==> src/rtl/rda_pkg.sv <==
// rda_pkg: shared types and constants of the ranging distance averager
// payload structs, divider request/response structs and the sequencer state type
// no dependencies
`default_nettype none

package rda_pkg;

  // field widths
  localparam int BYTE_W = 8;
  localparam int SUM_W  = 26;
  localparam int CNT_W  = 8;
  localparam int MM_W   = 18;
  localparam int CM_W   = 15;
  localparam int SLOT_W = 4;

  // serial divider operand widths
  localparam int DIV_W  = SUM_W;
  localparam int DVSR_W = CNT_W;

  // unit weights and reset value of the refresh register
  localparam logic [9:0]       MM_PER_M    = 10'd1000;
  localparam logic [3:0]       MM_PER_CM   = 4'd10;
  localparam logic [CNT_W-1:0] REFRESH_RST = 8'd5;
  localparam logic [CNT_W-1:0] CNT_MAX     = 8'd255;

  // one distance report
  typedef struct packed {
    logic [BYTE_W-1:0] anchor_number;
    logic [BYTE_W-1:0] whole_meters;
    logic [BYTE_W-1:0] centimeters;
  } rda_in_t;

  // one filtered result
  typedef struct packed {
    logic [SLOT_W-1:0] anchor_slot;
    logic [MM_W-1:0]   filtered_mm;
    logic [CM_W-1:0]   filtered_cm;
    logic              had_reports;
    logic              last_of_round;
  } rda_out_t;

  // divider control
  typedef struct packed {
    logic              start;
    logic [DIV_W-1:0]  dividend;
    logic [DVSR_W-1:0] divisor;
  } rda_div_req_t;

  typedef struct packed {
    logic             done;
    logic [DIV_W-1:0] quotient;
  } rda_div_rsp_t;

  // round sequencer
  typedef enum logic [3:0] {
    ST_IDLE,
    ST_ACCUM,
    ST_CHECK,
    ST_SLOT,
    ST_MEAN_GO,
    ST_MEAN_WAIT,
    ST_RING_RD,
    ST_RING_WR,
    ST_AVG_GO,
    ST_AVG_WAIT,
    ST_CM_GO,
    ST_CM_WAIT,
    ST_LOAD
  } rda_state_t;

endpackage

`default_nettype wire

==> src/rtl/rda_serial_div.sv <==
// rda_serial_div: bit-serial restoring divider, one quotient bit per cycle
// dividend DIV_W bits, divisor DVSR_W bits (never zero), done pulses when finished
// depends on rda_pkg
`default_nettype none

module rda_serial_div (
  input  logic                  clk,
  input  logic                  rst_n,
  input  rda_pkg::rda_div_req_t req,
  output rda_pkg::rda_div_rsp_t rsp
);

  localparam int STEP_W = $clog2(rda_pkg::DIV_W + 1);

  logic [rda_pkg::DIV_W-1:0]  shift_r, shift_nxt;
  logic [rda_pkg::DVSR_W-1:0] rem_r, rem_nxt;
  logic [rda_pkg::DVSR_W-1:0] dvsr_r, dvsr_nxt;
  logic [STEP_W-1:0]          step_r, step_nxt;
  logic                       done_r, done_nxt;
  logic [rda_pkg::DVSR_W:0]   trial;
  logic                       fits;

  // one restoring step: dividend bits leave at the top, quotient bits enter at the bottom
  always_comb begin
    trial     = {rem_r, shift_r[rda_pkg::DIV_W-1]};
    fits      = trial >= {1'b0, dvsr_r};
    shift_nxt = shift_r;
    rem_nxt   = rem_r;
    dvsr_nxt  = dvsr_r;
    step_nxt  = step_r;
    done_nxt  = 1'b0;
    if (req.start) begin
      shift_nxt = req.dividend;
      rem_nxt   = '0;
      dvsr_nxt  = req.divisor;
      step_nxt  = STEP_W'(rda_pkg::DIV_W);
    end else if (step_r != '0) begin
      shift_nxt = {shift_r[rda_pkg::DIV_W-2:0], fits};
      rem_nxt   = fits ? rda_pkg::DVSR_W'(trial - {1'b0, dvsr_r})
                       : trial[rda_pkg::DVSR_W-1:0];
      step_nxt  = step_r - 1'b1;
      done_nxt  = (step_r == STEP_W'(1));
    end
  end

  // step counter and done flag
  always_ff @(posedge clk) begin
    if (!rst_n) begin
      step_r <= '0;
      done_r <= 1'b0;
    end else begin
      step_r <= step_nxt;
      done_r <= done_nxt;
    end
  end

  // datapath shift registers
  always_ff @(posedge clk) begin
    shift_r <= shift_nxt;
    rem_r   <= rem_nxt;
    dvsr_r  <= dvsr_nxt;
  end

  assign rsp.done     = done_r;
  assign rsp.quotient = shift_r;

endmodule

`default_nettype wire

==> src/rtl/ranging_distance_averager.sv <==
// Ranging distance averager. Each report adds meters*1000 + centimeters*10 to its
// anchor's millimeter sum and bumps that anchor's count; reports for an anchor at or
// above ANCHORS are dropped. When any count reaches refresh_count a round runs: for
// every anchor in order the block mean sum/count is taken, a nonzero mean enters the
// anchor's ring of SMOOTH_DEPTH entries, and the ring average (and that divided by
// ten) goes out, one transaction per anchor, the last one flagged; then sums and
// counts clear. How long a round runs is set by the one shared bit-serial divider,
// which runs three 26-step divisions (block mean, ring average, centimeters) per
// anchor with reports, and is lengthened by any output stall. The ring memory
// needs no clearing pass: per-entry valid bits make unwritten entries read as zero.
// Depends on rda_pkg and rda_serial_div.
`default_nettype none

module ranging_distance_averager #(
  parameter int ANCHORS      = 4,
  parameter int SMOOTH_DEPTH = 5
) (
  input  logic                    clk,
  input  logic                    rst_n,
  // report channel
  input  logic                    in_valid,
  output logic                    in_stall,
  input  rda_pkg::rda_in_t        in_data,
  // result channel
  output logic                    out_valid,
  input  logic                    out_stall,
  output rda_pkg::rda_out_t       out_data,
  // refresh count register
  input  logic                    cfg_valid,
  output logic                    cfg_ready,
  input  logic [rda_pkg::CNT_W-1:0] cfg_data
);

  localparam int AW     = (ANCHORS > 1) ? $clog2(ANCHORS) : 1;
  localparam int PW     = (SMOOTH_DEPTH > 1) ? $clog2(SMOOTH_DEPTH) : 1;
  localparam int RING_N = ANCHORS * SMOOTH_DEPTH;
  localparam int RAW    = (RING_N > 1) ? $clog2(RING_N) : 1;
  localparam int AD_W   = RAW + 4;
  localparam int TOT_W  = rda_pkg::MM_W + PW;

  rda_pkg::rda_state_t state_r, state_nxt;

  logic [rda_pkg::CNT_W-1:0] refresh_r;
  logic [rda_pkg::SUM_W-1:0] sum_r   [ANCHORS];
  logic [rda_pkg::CNT_W-1:0] cnt_r   [ANCHORS];
  logic [PW-1:0]             pos_r   [ANCHORS];
  logic [TOT_W-1:0]          total_r [ANCHORS];

  logic [rda_pkg::MM_W-1:0]  ring_mem [RING_N];
  logic [RING_N-1:0]         ring_vld_r;

  logic [AW-1:0]             a_idx_r;
  logic [rda_pkg::MM_W-1:0]  addend_r;
  logic [rda_pkg::SUM_W-1:0] mean_r;
  logic [rda_pkg::MM_W-1:0]  ring_rd_r;
  logic                      old_vld_r;
  logic [rda_pkg::MM_W-1:0]  filt_r;
  logic [rda_pkg::CM_W-1:0]  cm_r;
  logic                      had_r;
  logic                      out_valid_r;
  rda_pkg::rda_out_t         out_data_r;

  rda_pkg::rda_div_req_t     div_req;
  rda_pkg::rda_div_rsp_t     div_rsp;

  logic                      in_ok;
  logic                      fire;
  logic [rda_pkg::MM_W-1:0]  addend;
  logic [rda_pkg::CNT_W-1:0] cur_cnt;
  logic [rda_pkg::SUM_W-1:0] cur_sum;
  logic [PW-1:0]             cur_pos;
  logic [PW-1:0]             next_pos;
  logic [TOT_W-1:0]          cur_tot;
  logic [AD_W-1:0]           addr_full;
  logic [RAW-1:0]            ring_addr;
  logic [rda_pkg::MM_W-1:0]  old_mm;
  logic [rda_pkg::MM_W-1:0]  mean_mm;
  logic                      mean_nz;
  logic                      last_slot;
  logic                      out_free;
  logic                      accept_c;
  logic                      ring_we_c;
  logic                      load_c;

  // shared bit-serial divider
  rda_serial_div u_div (
    .clk  (clk),
    .rst_n(rst_n),
    .req  (div_req),
    .rsp  (div_rsp)
  );

  // report decode and millimeter addend
  assign in_ok  = in_data.anchor_number < rda_pkg::BYTE_W'(ANCHORS);
  assign addend = rda_pkg::MM_W'(rda_pkg::MM_W'(in_data.whole_meters) *
                                 rda_pkg::MM_W'(rda_pkg::MM_PER_M))
                + rda_pkg::MM_W'(rda_pkg::MM_W'(in_data.centimeters) *
                                 rda_pkg::MM_W'(rda_pkg::MM_PER_CM));

  // round trigger: any anchor at or above the refresh count
  always_comb begin
    fire = 1'b0;
    for (int k = 0; k < ANCHORS; k++) begin
      if (cnt_r[k] >= refresh_r) begin
        fire = 1'b1;
      end
    end
  end

  // current anchor's state
  assign cur_cnt   = cnt_r[a_idx_r];
  assign cur_sum   = sum_r[a_idx_r];
  assign cur_pos   = pos_r[a_idx_r];
  assign cur_tot   = total_r[a_idx_r];
  assign next_pos  = (cur_pos == PW'(SMOOTH_DEPTH - 1)) ? '0 : cur_pos + 1'b1;
  assign addr_full = AD_W'(a_idx_r) * AD_W'(SMOOTH_DEPTH) + AD_W'(cur_pos);
  assign ring_addr = addr_full[RAW-1:0];
  assign old_mm    = old_vld_r ? ring_rd_r : '0;
  assign mean_mm   = mean_r[rda_pkg::MM_W-1:0];
  assign mean_nz   = mean_r != '0;
  assign last_slot = a_idx_r == AW'(ANCHORS - 1);
  assign out_free  = !out_valid_r || !out_stall;

  // next state
  always_comb begin
    state_nxt = state_r;
    unique case (state_r)
      rda_pkg::ST_IDLE: begin
        if (in_valid && in_ok) state_nxt = rda_pkg::ST_ACCUM;
      end
      rda_pkg::ST_ACCUM:     state_nxt = rda_pkg::ST_CHECK;
      rda_pkg::ST_CHECK:     state_nxt = fire ? rda_pkg::ST_SLOT : rda_pkg::ST_IDLE;
      rda_pkg::ST_SLOT: begin
        state_nxt = (cur_cnt == '0) ? rda_pkg::ST_LOAD : rda_pkg::ST_MEAN_GO;
      end
      rda_pkg::ST_MEAN_GO:   state_nxt = rda_pkg::ST_MEAN_WAIT;
      rda_pkg::ST_MEAN_WAIT: begin
        if (div_rsp.done) state_nxt = rda_pkg::ST_RING_RD;
      end
      rda_pkg::ST_RING_RD:   state_nxt = rda_pkg::ST_RING_WR;
      rda_pkg::ST_RING_WR:   state_nxt = rda_pkg::ST_AVG_GO;
      rda_pkg::ST_AVG_GO:    state_nxt = rda_pkg::ST_AVG_WAIT;
      rda_pkg::ST_AVG_WAIT: begin
        if (div_rsp.done) state_nxt = rda_pkg::ST_CM_GO;
      end
      rda_pkg::ST_CM_GO:     state_nxt = rda_pkg::ST_CM_WAIT;
      rda_pkg::ST_CM_WAIT: begin
        if (div_rsp.done) state_nxt = rda_pkg::ST_LOAD;
      end
      rda_pkg::ST_LOAD: begin
        if (out_free) state_nxt = last_slot ? rda_pkg::ST_IDLE : rda_pkg::ST_SLOT;
      end
      default:               state_nxt = rda_pkg::ST_IDLE;
    endcase
  end

  // state outputs
  always_comb begin
    in_stall         = 1'b1;
    accept_c         = 1'b0;
    ring_we_c        = 1'b0;
    load_c           = 1'b0;
    div_req.start    = 1'b0;
    div_req.dividend = cur_sum;
    div_req.divisor  = cur_cnt;
    unique case (state_r)
      rda_pkg::ST_IDLE: begin
        in_stall = 1'b0;
        accept_c = in_valid;
      end
      rda_pkg::ST_MEAN_GO: begin
        div_req.start = 1'b1;
      end
      rda_pkg::ST_RING_WR: begin
        ring_we_c = mean_nz;
      end
      rda_pkg::ST_AVG_GO: begin
        div_req.start    = 1'b1;
        div_req.dividend = rda_pkg::DIV_W'(cur_tot);
        div_req.divisor  = rda_pkg::DVSR_W'(SMOOTH_DEPTH);
      end
      rda_pkg::ST_CM_GO: begin
        div_req.start    = 1'b1;
        div_req.dividend = rda_pkg::DIV_W'(filt_r);
        div_req.divisor  = rda_pkg::DVSR_W'(rda_pkg::MM_PER_CM);
      end
      rda_pkg::ST_LOAD: begin
        load_c = out_free;
      end
      default: begin
        in_stall = 1'b1;
      end
    endcase
  end

  // control state, sums, counts, ring bookkeeping
  always_ff @(posedge clk) begin
    if (!rst_n) begin
      state_r     <= rda_pkg::ST_IDLE;
      refresh_r   <= rda_pkg::REFRESH_RST;
      ring_vld_r  <= '0;
      out_valid_r <= 1'b0;
      for (int k = 0; k < ANCHORS; k++) begin
        sum_r[k]   <= '0;
        cnt_r[k]   <= '0;
        pos_r[k]   <= '0;
        total_r[k] <= '0;
      end
    end else begin
      state_r <= state_nxt;
      // register write
      if (cfg_valid) refresh_r <= cfg_data;
      // accumulate the captured report
      if (state_r == rda_pkg::ST_ACCUM) begin
        sum_r[a_idx_r] <= cur_sum + rda_pkg::SUM_W'(addend_r);
        if (cur_cnt != rda_pkg::CNT_MAX) cnt_r[a_idx_r] <= cur_cnt + 1'b1;
      end
      // push a nonzero mean, keep the ring total current
      if (ring_we_c) begin
        ring_vld_r[ring_addr] <= 1'b1;
        total_r[a_idx_r]      <= cur_tot - TOT_W'(old_mm) + TOT_W'(mean_mm);
        pos_r[a_idx_r]        <= next_pos;
      end
      // result handed to the output register, anchor cleared
      if (load_c) begin
        sum_r[a_idx_r] <= '0;
        cnt_r[a_idx_r] <= '0;
        out_valid_r    <= 1'b1;
      end else if (!out_stall) begin
        out_valid_r <= 1'b0;
      end
    end
  end

  // ring memory
  always_ff @(posedge clk) begin
    if (ring_we_c) ring_mem[ring_addr] <= mean_mm;
    if (state_r == rda_pkg::ST_RING_RD) ring_rd_r <= ring_mem[ring_addr];
  end

  // datapath registers
  always_ff @(posedge clk) begin
    if (accept_c) begin
      a_idx_r  <= in_data.anchor_number[AW-1:0];
      addend_r <= addend;
    end
    if (state_r == rda_pkg::ST_CHECK) a_idx_r <= '0;
    if (load_c && !last_slot) a_idx_r <= a_idx_r + 1'b1;
    if (state_r == rda_pkg::ST_SLOT) begin
      had_r <= cur_cnt != '0;
      if (cur_cnt == '0) begin
        filt_r <= '0;
        cm_r   <= '0;
      end
    end
    if (state_r == rda_pkg::ST_MEAN_WAIT && div_rsp.done) mean_r <= div_rsp.quotient;
    if (state_r == rda_pkg::ST_RING_RD) old_vld_r <= ring_vld_r[ring_addr];
    if (state_r == rda_pkg::ST_AVG_WAIT && div_rsp.done) begin
      filt_r <= div_rsp.quotient[rda_pkg::MM_W-1:0];
    end
    if (state_r == rda_pkg::ST_CM_WAIT && div_rsp.done) begin
      cm_r <= div_rsp.quotient[rda_pkg::CM_W-1:0];
    end
    if (load_c) begin
      out_data_r.anchor_slot   <= rda_pkg::SLOT_W'(a_idx_r);
      out_data_r.filtered_mm   <= filt_r;
      out_data_r.filtered_cm   <= cm_r;
      out_data_r.had_reports   <= had_r;
      out_data_r.last_of_round <= last_slot;
    end
  end

  assign out_valid = out_valid_r;
  assign out_data  = out_data_r;
  assign cfg_ready = 1'b1;

endmodule

`default_nettype wire

==> config.mk <==
export PLATFORM = sky130hd
export DESIGN_NAME = ranging_distance_averager
export DESIGN_NICKNAME = d
export VERILOG_FILES = /design/src/rtl/rda_pkg.sv /design/src/rtl/rda_serial_div.sv /design/src/rtl/ranging_distance_averager.sv
export SDC_FILE = /design/constraint.sdc
export NUM_CORES = 1
export LEC_CHECK = 0
export BUFFER_PORTS_ARGS = -buffer_cell sky130_fd_sc_hd__buf_2
export CAP_MARGIN = 20
export CELL_PAD_IN_SITES_DETAIL_PLACEMENT = 1
export CELL_PAD_IN_SITES_GLOBAL_PLACEMENT = 2
export CORE_AREA = 2 2 290 292
export CTS_CLUSTER_SIZE = 12
export DETAILED_ROUTE_END_ITERATION = 8
export DIE_AREA = 0 0 292 294
export GPL_TIMING_DRIVEN = 0
export MAX_ROUTING_LAYER = met4
export PLACE_DENSITY_LB_ADDON = 0.1
export SKIP_LAST_GASP = 1
export SYNTH_ARGS = -nofsm -noshare
export SYNTH_HDL_FRONTEND = slang
export SYNTH_SLANG_ARGS = --single-unit
==> constraint.sdc <==
create_clock -name clk -period 5.8 [get_ports clk]
set_input_delay 1.16 -clock clk [delete_from_list [all_inputs] [get_ports clk]]
set_output_delay 1.16 -clock clk [all_outputs]
set_load 0.005 [all_outputs]
==> results of run 1 <==
-- power by group --
part	switching, W	internal, W	total, W
Clock	0.00235	0.00308	0.00543
Sequential	0.000237	0.00676	0.00700
Combinational	0.00230	0.00150	0.00380
Total	0.00489	0.0113	0.0162
-- cell usage after synthesis, types with 8 or more instances --
| cell type | instances |
|---|---|
| sky130_fd_sc_hd__inv_1 | 180 |
| sky130_fd_sc_hd__nand2b_1 | 16 |
| sky130_fd_sc_hd__nand2_1 | 143 |
| sky130_fd_sc_hd__and3_1 | 8 |
| sky130_fd_sc_hd__a211oi_1 | 15 |
| sky130_fd_sc_hd__o21ai_0 | 71 |
| sky130_fd_sc_hd__nand4_1 | 15 |
| sky130_fd_sc_hd__edfxtp_1 | 761 |
| sky130_fd_sc_hd__and2_1 | 59 |
| sky130_fd_sc_hd__nor4_1 | 14 |
| sky130_fd_sc_hd__nor2b_1 | 24 |
| sky130_fd_sc_hd__mux4_2 | 154 |
| sky130_fd_sc_hd__o211ai_1 | 8 |
| sky130_fd_sc_hd__o21a_1 | 35 |
| sky130_fd_sc_hd__a21o_1 | 27 |
| sky130_fd_sc_hd__ha_1 | 151 |
| sky130_fd_sc_hd__clkbuf_1 | 72 |
| sky130_fd_sc_hd__fa_1 | 44 |
| sky130_fd_sc_hd__nor2_1 | 309 |
| sky130_fd_sc_hd__a22oi_1 | 43 |
| sky130_fd_sc_hd__o21bai_1 | 11 |
| sky130_fd_sc_hd__dfxtp_1 | 49 |
| sky130_fd_sc_hd__buf_2 | 23 |
| sky130_fd_sc_hd__or3_1 | 13 |
| sky130_fd_sc_hd__a21oi_1 | 104 |
| sky130_fd_sc_hd__nand3_1 | 28 |
| sky130_fd_sc_hd__nor3_1 | 27 |
| sky130_fd_sc_hd__a31oi_1 | 8 |
| sky130_fd_sc_hd__mux2i_1 | 15 |
| sky130_fd_sc_hd__xor2_1 | 32 |
| sky130_fd_sc_hd__xnor2_1 | 46 |
-- worst register-to-register path: stages (launching register included) --
cell and delay [ns]:
sky130_fd_sc_hd__dfxtp_1 0.45, sky130_fd_sc_hd__buf_2 0.42, sky130_fd_sc_hd__buf_2 0.50, sky130_fd_sc_hd__clkdlybuf4s15_2 0.55
sky130_fd_sc_hd__mux4_2 0.42, sky130_fd_sc_hd__ha_1 0.21, sky130_fd_sc_hd__ha_1 0.56, sky130_fd_sc_hd__clkbuf_2 0.45
sky130_fd_sc_hd__clkbuf_2 0.46, sky130_fd_sc_hd__nand3b_1 0.48, sky130_fd_sc_hd__nor2_2 0.70, sky130_fd_sc_hd__buf_8 0.24
-- worst max-delay path by stage --
stage                    start                to  slack, ns  cells past startpoint
floorplan           in_data[8]      addend_r[17]       0.48                     18
CTS                  flip-flop  ring_mem[15][16]      -0.15                     12
global placement     flip-flop    ring_mem[3][9]      -1.76                     11
finish               flip-flop  ring_mem[10][10]        0.1                     11
global route         flip-flop   ring_mem[10][7]      -0.13                     11
detailed placement   flip-flop    ring_mem[3][9]      -1.12                     12
-- timing repair --
| action | in CTS | in global routing |
|---|---|---|
| buffers inserted | 4 | 1 |
| gates resized for setup | 15 | 16 |
| setup endpoints to repair | 323 | 220 |
| pin swaps | 3 | 0 |
-- area by class of cell --
| class | count | area [um^2] | area share |
|---|---|---|---|
| repair buffers | 115 | 1115 | 0.02576 |
| well taps | 1080 | 1351 | 0.03123 |
| plain buffers | 105 | 474.2 | 0.01096 |
| multi-input cells | 1528 | 13060 | 0.3019 |
| inverters | 181 | 679.4 | 0.01570 |
| clock inverters | 34 | 450.4 | 0.01041 |
| flip-flops and latches | 810 | 23830 | 0.5508 |
| clock buffers | 119 | 2306 | 0.05329 |
-- flip-flops by register name, summed over array words and instances (netlist names), 12 cells and up, named ones only --
register,flops
addend_r,17
cm_r,15
cnt_r,32
filt_r,18
mean_r,26
out_data,37
pos_r,12
ring_mem,360
ring_rd_r,18
ring_vld_r,20
sum_r,104
total_r,84
u_div.shift_r,26
-- through the flow --
stage / area (um^2) / worst slack [ns] / util / cells
after floorplan: 37870 / 0.4829 / - / 2625
after global placement: 39590 / -1.762 / 0.4776 / 3779
after detailed placement: 40240 / -1.117 / 0.4855 / 3811
after CTS: 43110 / -0.1476 / 0.5200 / 3968
after global routing: 43270 / -0.1332 / 0.5220 / 3972
final: 43270 / 0.09766 / 0.5220 / 3972
-- metal layers --
| metal | global-route usage | up-vias |
|---|---|---|
| met4 | 0.08247 | 0 |
| met2 | 0.4397 | 528 |
| met5 | - | - |
| li1 | - | 10222 |
| met1 | 0.3286 | 12037 |
| met3 | 0.02727 | 148 |
-- cell families (layout without fill, tap and decap cells) --
| kind of cell | after synthesis | in the layout | share of synthesized area |
|---|---|---|---|
| muxes | 170 | 170 | 0.09586 |
| other | 2 | 3 | 0.0001983 |
| AOI/OAI and AO/OA | 384 | 384 | 0.06691 |
| and+or+nand+nor | 697 | 697 | 0.08588 |
| DFF | 810 | 810 | 0.6294 |
| buffers and inverters | 287 | 554 | 0.03010 |
| xor gates and xnor gates | 79 | 79 | 0.01847 |
| adders and majority gates | 195 | 195 | 0.07316 |
==> flow_metrics.tcl, run 1 <==
set metrics [dict create \
    outcome "complete, no violations" \
    r2r_setup_slack_ns 0.1 \
    yosys_most_used_dff "sky130_fd_sc_hd__edfxtp_1" \
    detailedRoute.firstPassIterationCount 5 \
    synth.yosys.warnings 0 \
    clk_pin_slew_ns 0.06 \
    final_min_period_over_clock_period 0.9832 \
    power_per_cell_area_nw_per_um2 375.1 \
    synth.ff_latch_count 810 \
    fillCellCount 7994 \
    routed-wl-met3_um 4409 \
    place.gp.congestion 0.8311 \
    cts_sinks 810 \
    h-tree-depth 3 \
    syn-mean-instance-area_um2 14.43 \
    clock_tree_from_tritoncts "yes" \
    tritoncts.num_buffers 86 \
    synthesis.instances 2624 \
    wirelength_um 106600 \
    io_pins 79 \
    rsz0062_at_grt "yes" \
    clock_tree.root_cell "sky130_fd_sc_hd__clkbuf_16" \
    post_cts_hold_buffer_count 0 \
    cp_data_required_time_ns 6.17 \
    detailedPlacementHpwl_um 77210 \
    die_height_um 294 \
    timing_hold_violations_final 0 \
    critical_path.cell_chain "buf_2 > buf_2 > clkdlybuf4s15_2 > mux4_2 > ha_1 > ha_1 > clkbuf_2 > clkbuf_2 > nand3b_1 > nor2_2 > buf_8" \
    timing.critical_path.max_delay_family "buffers and inverters" \
    grt_pass1_wl_um 158600 \
    fmaxAchievable_mhz 175.4 \
    critPathMaxFanout 11 \
    grt_pass1_vias 24246 \
    num_antenna_cells 0 \
    yosys_top_cell_area_share 0.6035 \
    globalRouteTotalUtil 0.2590 \
    grt_max_degree 31 \
    critPathMaxStageDelay_ns 0.70 \
    max_transition_viols_final 0 \
    slew_headroom 0.2400 \
    final_antenna_net_count 0 \
    met2_length_um 54210 \
    final.setup.tns_ns 0 \
    mostFrequentLayoutCell "sky130_fd_sc_hd__edfxtp_1" \
    worst-r2r-cell-count 11 \
    post-synth-top-area-cell "sky130_fd_sc_hd__edfxtp_1" \
    timing_worst_slew_pin_value_ns 1.140 \
    detail_route.wl_per_cell_um 26.83 \
    route.detailed.vias_per_inst 5.774 \
    power_leakage_nw 15.76 \
    setup-violations-final 0 \
    dr_total_vias 22935 \
    post_synth_instance_area_um2 37870 \
    synth_edf_count 761 \
    drt_iter0_markers 1682 \
    skew_ns 0.04368 \
    min-delay-start "cm_r[8]" \
    synthToLayoutAreaGrowth_pct 14.28 \
    worstSkewPairLatency_ns 0.67 \
    final_nets 3059 \
    power_w 0.01623 \
    antenna_found_initial 2 \
    endpoint_kind "flip-flop" \
    rows 106 \
    port_buffers 74 \
    vdd_drop_max_mv 0.2771 \
    route.detailed.drc 0 \
    residual_overflow_from_global_routing 0 \
    final_worst_path_period_need_ns 5.702 \
    yosysSeqAreaShare 0.6294 \
    fin_hold_ws_ns 0.4187 \
    synth_cell_types 84 \
    async_reset_ff_frac 0 \
    timing.hold.worst.class "flip-flop to flip-flop" \
    maxCapViolations 0 \
    detail_route.wirelength.met1_um 44640 \
    critical_path.slowest_cell "sky130_fd_sc_hd__nor2_2" \
    setup.worst_path.class "flip-flop to flip-flop" \
    regToRegEndpoint "ring_mem[10][10]" \
    worst_setup_path_start_kind "flip-flop" \
    initial_utilization 0.4568 \
    whs_path_depth 0 \
    most-common-layout-cells "sky130_fd_sc_hd__edfxtp_1 (761), sky130_fd_sc_hd__nor2_1 (289), sky130_fd_sc_hd__inv_1 (180)" \
    coreArea_um2 82890 \
    holdPathEnd "out_data[10]" \
    synthTopCellsByArea "sky130_fd_sc_hd__edfxtp_1 (60%), sky130_fd_sc_hd__mux4_2 (9.2%), sky130_fd_sc_hd__ha_1 (5.0%)" \
    worstPathBufferInverterCount 6 \
    worst_path_arrival_time_ns 6.07 \
    share_of_cells_above_drive_strength_1 0.1636 \
    cts.path.max_buffers 3 \
    highest-signal-layer "met4" \
    fp.dieArea_um2 85850 \
    die_w_um 292 \
]
(Power assumes the default switching activity.)
==> run 2, diff against run 1 <==
--- a/config.mk
+++ b/config.mk
@@ -9,10 +9,10 @@
 export CAP_MARGIN = 20
 export CELL_PAD_IN_SITES_DETAIL_PLACEMENT = 1
 export CELL_PAD_IN_SITES_GLOBAL_PLACEMENT = 2
-export CORE_AREA = 2 2 290 292
+export CORE_AREA = 2 2 346 246
 export CTS_CLUSTER_SIZE = 12
 export DETAILED_ROUTE_END_ITERATION = 8
-export DIE_AREA = 0 0 292 294
+export DIE_AREA = 0 0 348 248
 export GPL_TIMING_DRIVEN = 0
 export MAX_ROUTING_LAYER = met4
 export PLACE_DENSITY_LB_ADDON = 0.1
==> flow_metrics.tcl, run 2 (synthesized netlist as in run 1, its figures left out) <==
set metrics [dict create \
    outcome "complete, no violations" \
    mostFrequentLayoutCell "sky130_fd_sc_hd__edfxtp_1" \
    rsz0062_at_grt "yes" \
    setup-violations-final 0 \
    power_frac_comb 0.240 \
    worst_path_arrival_time_ns 6.06 \
    cp_data_required_time_ns 6.14 \
    cellInternalPower_w 0.01125 \
    worst-r2r-cell-count 12 \
    detailedRoute.firstPassIterationCount 5 \
    post-cts-setup-buffer-count 0 \
    tritoncts.num_buffers 84 \
    route.detailed.drc 0 \
    residual_overflow_from_global_routing 0 \
    synthToLayoutAreaGrowth_pct 13.39 \
    endpoint_kind "flip-flop" \
    timing_hold_violations_final 0 \
    worstSkewPairLatency_ns 0.65 \
    clock_tree_from_tritoncts "yes" \
    cts_sinks 810 \
    slew_headroom 0.2544 \
    final_area_um2 42940 \
    regToRegEndpoint "ring_mem[5][10]" \
    max_transition_viols_final 0 \
    place.gp.congestion 0.9045 \
    rows 89 \
    fin_hold_ws_ns 0.4194 \
    wirelength_um 108400 \
    initial_utilization 0.4552 \
    detail_route.wl_per_cell_um 27.37 \
    most-common-layout-cells "sky130_fd_sc_hd__edfxtp_1 (761), sky130_fd_sc_hd__nor2_1 (289), sky130_fd_sc_hd__inv_1 (180)" \
    grt_pass1_wl_um 159600 \
    h-tree-depth 3 \
    power_leakage_nw 15.62 \
    grt_max_degree 31 \
    setup.worst_path.class "flip-flop to flip-flop" \
    share_of_cells_above_drive_strength_1 0.1607 \
    worst_setup_path_start_kind "flip-flop" \
    io_pins 79 \
    dr_total_vias 23349 \
    largest_register "ring_mem" \
    critPathMaxFanout 12 \
    maxCapViolations 0 \
    r2r_setup_slack_ns 0.08 \
    antenna_found_initial 1 \
    switchingPower_w 0.004808 \
    coreArea_um2 83180 \
    detailedPlacementHpwl_um 80290 \
    layout_top_registers "ring_mem (360), sum_r (104), total_r (84)" \
    cts.path.max_buffers 3 \
    timing_worst_slew_pin_value_ns 1.118 \
    fmaxAchievable_mhz 174.7 \
    route.detailed.vias_per_inst 5.892 \
    final_min_period_over_clock_period 0.9869 \
    clk_pin_slew_ns 0.06 \
    die_w_um 348 \
    holdPathEnd "out_data[12]" \
    globalRouteTotalUtil 0.2619 \
    final.setup.tns_ns 0 \
    final_nets 3046 \
    skew_ns 0.02650 \
    die_height_um 248 \
    port_buffers 74 \
    clock_tree.root_cell "sky130_fd_sc_hd__clkbuf_16" \
    final_worst_path_period_need_ns 5.724 \
    min-delay-start "cm_r[10]" \
    number_of_flip_flops_in_the_largest_register 360 \
    vdd_drop_max_mv 0.2122 \
    timing.hold.worst.class "flip-flop to flip-flop" \
    whs_path_depth 0 \
    power_per_cell_area_nw_per_um2 374.0 \
    fillCellCount 8074 \
    clockPowerShare 0.327 \
    pwr-share-seq 0.433 \
    final_antenna_net_count 0 \
    switching_share 0.2995 \
    grt_pass1_vias 23837 \
    place_area_um2 40260 \
    fp.dieArea_um2 86300 \
    post_cts_hold_buffer_count 0 \
    drt_iter0_markers 2450 \
]
[run 2: cell types whose count changed in the layout (fill, tap and decap cells not counted), sizes merged, moves of 2 or more]
cell	change
buf	-10
clkinv	-9
clkinvlp	-2
diode	+2
[run 2: critical path, stage by stage (launching register included)]
cell                       delay [ns]
sky130_fd_sc_hd__dfxtp_1         0.42
sky130_fd_sc_hd__buf_2           0.40
sky130_fd_sc_hd__buf_2           0.41
sky130_fd_sc_hd__clkbuf_2        0.48
sky130_fd_sc_hd__mux4_2          0.46
sky130_fd_sc_hd__ha_1            0.31
sky130_fd_sc_hd__ha_1            0.23
sky130_fd_sc_hd__fa_1            0.45
sky130_fd_sc_hd__xnor2_1         0.34
sky130_fd_sc_hd__clkbuf_1        0.50
sky130_fd_sc_hd__nand3_1         0.43
sky130_fd_sc_hd__nor2_2          0.69
sky130_fd_sc_hd__buf_8           0.26
[run 2: metal layers]
| metal | part of all wire | vias to the layer above | GRT usage |
|---|---|---|---|
| met2 | 0.42 | 758 | 0.3558 |
| li1 | - | 10211 | - |
| met3 | 0.071 | 111 | 0.04557 |
| met5 | 0 | - | - |
| met1 | 0.50 | 12269 | 0.4093 |
| met4 | 0.016 | 0 | 0.05399 |
[run 2: worst max path at each step]
stage / startpoint / to / cells after the start
final: flip-flop / ring_mem[5][10] / 12
after global routing: flip-flop / ring_mem[5][11] / 12
after CTS: flip-flop / total_r[2][16] / 15
after detailed placement: flip-flop / ring_mem[6][11] / 12
after global placement: out_stall / cnt_r[3][6] / 6
after floorplan: in_data[8] / addend_r[17] / 18
[run 2: final cells by class]
| class | instances | area, um^2 | area share |
|---|---|---|---|
| Timing Repair Buffer | 104 | 988.4 | 0.02302 |
| Inverter | 181 | 679.4 | 0.01582 |
| Multi-Input combinational cell | 1528 | 13020 | 0.3033 |
| Sequential cell | 810 | 23830 | 0.5551 |
| Antenna cell | 2 | 5.005 | 0.0001166 |
| Buffer | 105 | 466.7 | 0.01087 |
| Tap cell | 1092 | 1366 | 0.03182 |
| Clock buffer | 118 | 2302 | 0.05362 |
| Clock inverter | 23 | 274.0 | 0.006382 |
[run 2: power groups by stage]
stage	clock (W)	combinational [W]	sequential, W
4_1_cts	0.00533	0.00384	0.00695
5_1_grt	0.00554	0.00424	0.00698
3_3_place_gp	0	0.00365	0.00707
2_1_floorplan	0	0.00272	0.00698
3_5_place_dp	0	0.00381	0.00707
6_report	0.00525	0.00385	0.00695
[run 2: repair_timing]
action,CTS,global route
setup endpoints to repair,325,121
cloned,0,0
resized for setup,9,9
[run 2: through the flow]
step / util / cells / setup WS (ns) / total power, W
3_3_place_gp: 0.4761 / 3791 / -2.061 / 0.01072
4_1_cts: 0.5152 / 3959 / 0.02509 / 0.01612
6_report: 0.5162 / 3963 / 0.07615 / 0.01606
2_1_floorplan: - / 2625 / 0.4829 / 0.009701
3_5_place_dp: 0.4840 / 3819 / -1.056 / 0.01088
5_1_grt: 0.5161 / 3961 / -0.2091 / 0.01676
==> run 3, diff against run 2 <==
--- a/config.mk
+++ b/config.mk
@@ -5,18 +5,19 @@
 export SDC_FILE = /design/constraint.sdc
 export NUM_CORES = 1
 export LEC_CHECK = 0
-export BUFFER_PORTS_ARGS = -buffer_cell sky130_fd_sc_hd__buf_2
+export BUFFER_PORTS_ARGS = -buffer_cell sky130_fd_sc_hd__buf_4
 export CAP_MARGIN = 20
 export CELL_PAD_IN_SITES_DETAIL_PLACEMENT = 1
 export CELL_PAD_IN_SITES_GLOBAL_PLACEMENT = 2
-export CORE_AREA = 2 2 346 246
+export CORE_AREA = 2 2 346 245
 export CTS_CLUSTER_SIZE = 12
 export DETAILED_ROUTE_END_ITERATION = 8
-export DIE_AREA = 0 0 348 248
+export DIE_AREA = 0 0 348 247
 export GPL_TIMING_DRIVEN = 0
 export MAX_ROUTING_LAYER = met4
 export PLACE_DENSITY_LB_ADDON = 0.1
 export SKIP_LAST_GASP = 1
 export SYNTH_ARGS = -nofsm -noshare
 export SYNTH_HDL_FRONTEND = slang
+export SYNTH_HIERARCHICAL = 1
 export SYNTH_SLANG_ARGS = --single-unit
==> flow_metrics.tcl, run 3 <==
set metrics [dict create \
    power_leakage_nw 15.97 \
    timing.critical_path.max_delay_family "buffers and inverters" \
    grt_pass1_wl_um 153400 \
    tritoncts.num_buffers 82 \
    detailedRoute.firstPassIterationCount 5 \
    regToRegEndpoint "ring_rd_r[15]" \
    list_of_most_frequent_post_synthesis_cells "sky130_fd_sc_hd__edfxtp_1 (761), sky130_fd_sc_hd__nor2_1 (314), sky130_fd_sc_hd__inv_1 (184), sky130_fd_sc_hd__mux4_2 (154), sky130_fd_sc_hd__ha_1 (150)" \
    synth_edf_count 761 \
    final_nets 3010 \
    worstSkewPairLatency_ns 0.66 \
    cts.path.max_buffers 3 \
    synth_cell_types 74 \
    critical_path.cell_chain "buf_4 > buf_4 > buf_2 > buf_2 > mux4_2 > ha_1 > ha_2 > clkbuf_1 > mux4_2 > a221oi_1 > o21ai_0" \
    crit_cells 11 \
    post_synth_instance_area_um2 37780 \
    detail_route.wl_per_cell_um 26.20 \
    initial_utilization 0.4541 \
    rsz0062_at_grt "yes" \
    globalRouteTotalUtil 0.2512 \
    async_reset_ff_frac 0 \
    synthesis.instances 2582 \
    fin_hold_ws_ns 0.4193 \
    post-synth-top-count-cell "sky130_fd_sc_hd__edfxtp_1" \
    antenna_found_initial 7 \
    switching_share 0.3013 \
    yosysSeqAreaShare 0.6309 \
    worst_path_arrival_time_ns 5.89 \
    synthTopCellsByArea "sky130_fd_sc_hd__edfxtp_1 (60%), sky130_fd_sc_hd__mux4_2 (9.2%), sky130_fd_sc_hd__ha_1 (5.0%)" \
    power_frac_comb 0.240 \
    drt_iter0_markers 1969 \
    place_area_um2 40540 \
    most-common-layout-cells "sky130_fd_sc_hd__edfxtp_1 (761), sky130_fd_sc_hd__nor2_1 (291), sky130_fd_sc_hd__inv_1 (184)" \
    clock_tree_from_tritoncts "yes" \
    rows 89 \
    setup-violations-final 0 \
    number_of_flip_flops_in_the_largest_register 360 \
    residual_overflow_from_global_routing 0 \
    worst_setup_path_start_kind "flip-flop" \
    switchingPower_w 0.004745 \
    yosys_top_cell_area_share 0.6049 \
    mostFrequentLayoutCell "sky130_fd_sc_hd__edfxtp_1" \
    h-tree-depth 3 \
    power_per_cell_area_nw_per_um2 363.1 \
    syn-mean-instance-area_um2 14.63 \
    worst-r2r-cell-count 11 \
    synth.ff_latch_count 810 \
    final_min_period_over_clock_period 0.9531 \
    cellInternalPower_w 0.01100 \
    max_transition_viols_final 0 \
    largest_register "ring_mem" \
    die_height_um 247 \
    share_of_cells_above_drive_strength_1 0.1771 \
    slew_headroom 0.2516 \
    clock_tree.root_cell "sky130_fd_sc_hd__clkbuf_16" \
    detailedPlacementHpwl_um 75880 \
    grt_max_degree 34 \
    critical_path.endpoint "ring_rd_r[15]" \
    skew_ns 0.03056 \
    worstPathBufferInverterCount 5 \
    critical_path.slowest_cell "sky130_fd_sc_hd__clkbuf_1" \
    layout_top_registers "ring_mem (360), sum_r (104), total_r (84)" \
    maxCapViolations 0 \
    grt_pass1_vias 23670 \
    endpoint_kind "flip-flop" \
    wirelength_um 103100 \
    post-synth-top-area-cell "sky130_fd_sc_hd__edfxtp_1" \
    setup.worst_path.class "flip-flop to flip-flop" \
    critPathMaxFanout 10 \
    io_pins 79 \
    vdd_drop_max_mv 0.2111 \
    r2r_setup_slack_ns 0.27 \
    synthToLayoutAreaGrowth_pct 14.78 \
    cts_sinks 810 \
    route.detailed.drc 0 \
    final_worst_path_period_need_ns 5.528 \
    dr_total_vias 22614 \
    yosys_most_used_dff "sky130_fd_sc_hd__edfxtp_1" \
    fp.dieArea_um2 85960 \
    outcome "complete, no violations" \
    synth.yosys.warnings 6 \
    final_area_um2 43360 \
    port_buffers 74 \
    whs_path_depth 0 \
    cp_data_required_time_ns 6.17 \
    critPathMaxStageDelay_ns 0.73 \
    timing.hold.worst.class "flip-flop to flip-flop" \
    route.detailed.vias_per_inst 5.747 \
    place.gp.congestion 0.8391 \
    coreArea_um2 83180 \
    pwr-share-seq 0.443 \
    final_antenna_net_count 0 \
    clockPowerShare 0.317 \
    fmaxAchievable_mhz 180.9 \
    clk_pin_slew_ns 0.06 \
    timing_hold_violations_final 0 \
    timing_worst_slew_pin_value_ns 1.118 \
    post_cts_hold_buffer_count 0 \
    die_w_um 348 \
]
[run 3: changes by cell type after synthesis, moves of 9 or more]
cell                       change
sky130_fd_sc_hd__and3_1       +17
sky130_fd_sc_hd__a21oi_1      -36
sky130_fd_sc_hd__a21o_1       +13
sky130_fd_sc_hd__mux2_2       +27
sky130_fd_sc_hd__o21ai_0       -9
sky130_fd_sc_hd__nand2_1      -12
sky130_fd_sc_hd__a221oi_1     +15
[run 3: how the worst min path moves through the flow]
stage,start,slack (ns),endpoint
3_3_place_gp,cm_r[3],0.40,out_data[5]
5_1_grt,cm_r[7],0.43,out_data[9]
3_5_place_dp,cm_r[4],0.41,out_data[6]
4_1_cts,cm_r[4],0.42,out_data[6]
2_1_floorplan,cm_r[8],0.40,out_data[10]
6_report,cm_r[4],0.42,out_data[6]
[run 3: power groups by stage]
stage | Combinational, W | Clock [W] | Sequential, W
finish | 0.00378 | 0.00500 | 0.00697
global route | 0.00419 | 0.00528 | 0.00699
CTS | 0.00378 | 0.00508 | 0.00697
detailed placement | 0.00374 | 0 | 0.00709
global placement | 0.00358 | 0 | 0.00709
floorplan | 0.00266 | 0 | 0.00698
[run 3: cells by family after synthesis]
group	synth area share
flip-flops	0.6309
AND/OR/NAND/NOR	0.08049
adder cells (fa/ha/maj)	0.07300
multiplexers	0.1036
buffers and inverters	0.03166
XOR/XNOR	0.01739
other	0.0001988
AO/OA/AOI/OAI	0.06277
[run 3: layout make-up]
cell class                      count  area, um^2
Clock inverter                     21       251.5
Clock buffer                      119        2211
Tap cell                         1092        1366
Antenna cell                        8       20.02
Fill cell                        7941       39820
Multi-Input combinational cell   1479       13000
Sequential cell                   810       23830
Inverter                          184       690.7
Buffer                            106       523.0
Timing Repair Buffer              116        1463
[run 3: timing repair]
item	CTS	global route
resized for setup	33	21
buffers inserted	1	8
hold endpoints to repair	0	0
pin swaps	2	7
endpoints found under the setup margin	443	336
[run 3: stage by stage]
| stage | utilization | TNS (ns) | power [W] | std cells | worst slack, ns |
|---|---|---|---|---|---|
| 2_1_floorplan | - | 0 | 0.009637 | 2583 | 0.4183 |
| 3_3_place_gp | 0.4773 | -701.12 | 0.01067 | 3749 | -2.070 |
| 3_5_place_dp | 0.4874 | -358.65 | 0.01083 | 3780 | -1.232 |
| 4_1_cts | 0.5186 | -0.0009259 | 0.01584 | 3919 | -0.0009259 |
| 5_1_grt | 0.5212 | -0.08273 | 0.01647 | 3933 | -0.02445 |
| 6_report | 0.5213 | 0 | 0.01575 | 3935 | 0.2722 |
[run 3: layer usage]
metal	wire length (um)	up-vias	global-route usage
met5	0	-	-
li1	-	10062	-
met1	47340	11759	0.3510
met2	45690	650	0.3657
met3	7641	143	0.06838
met4	2426	0	0.06239
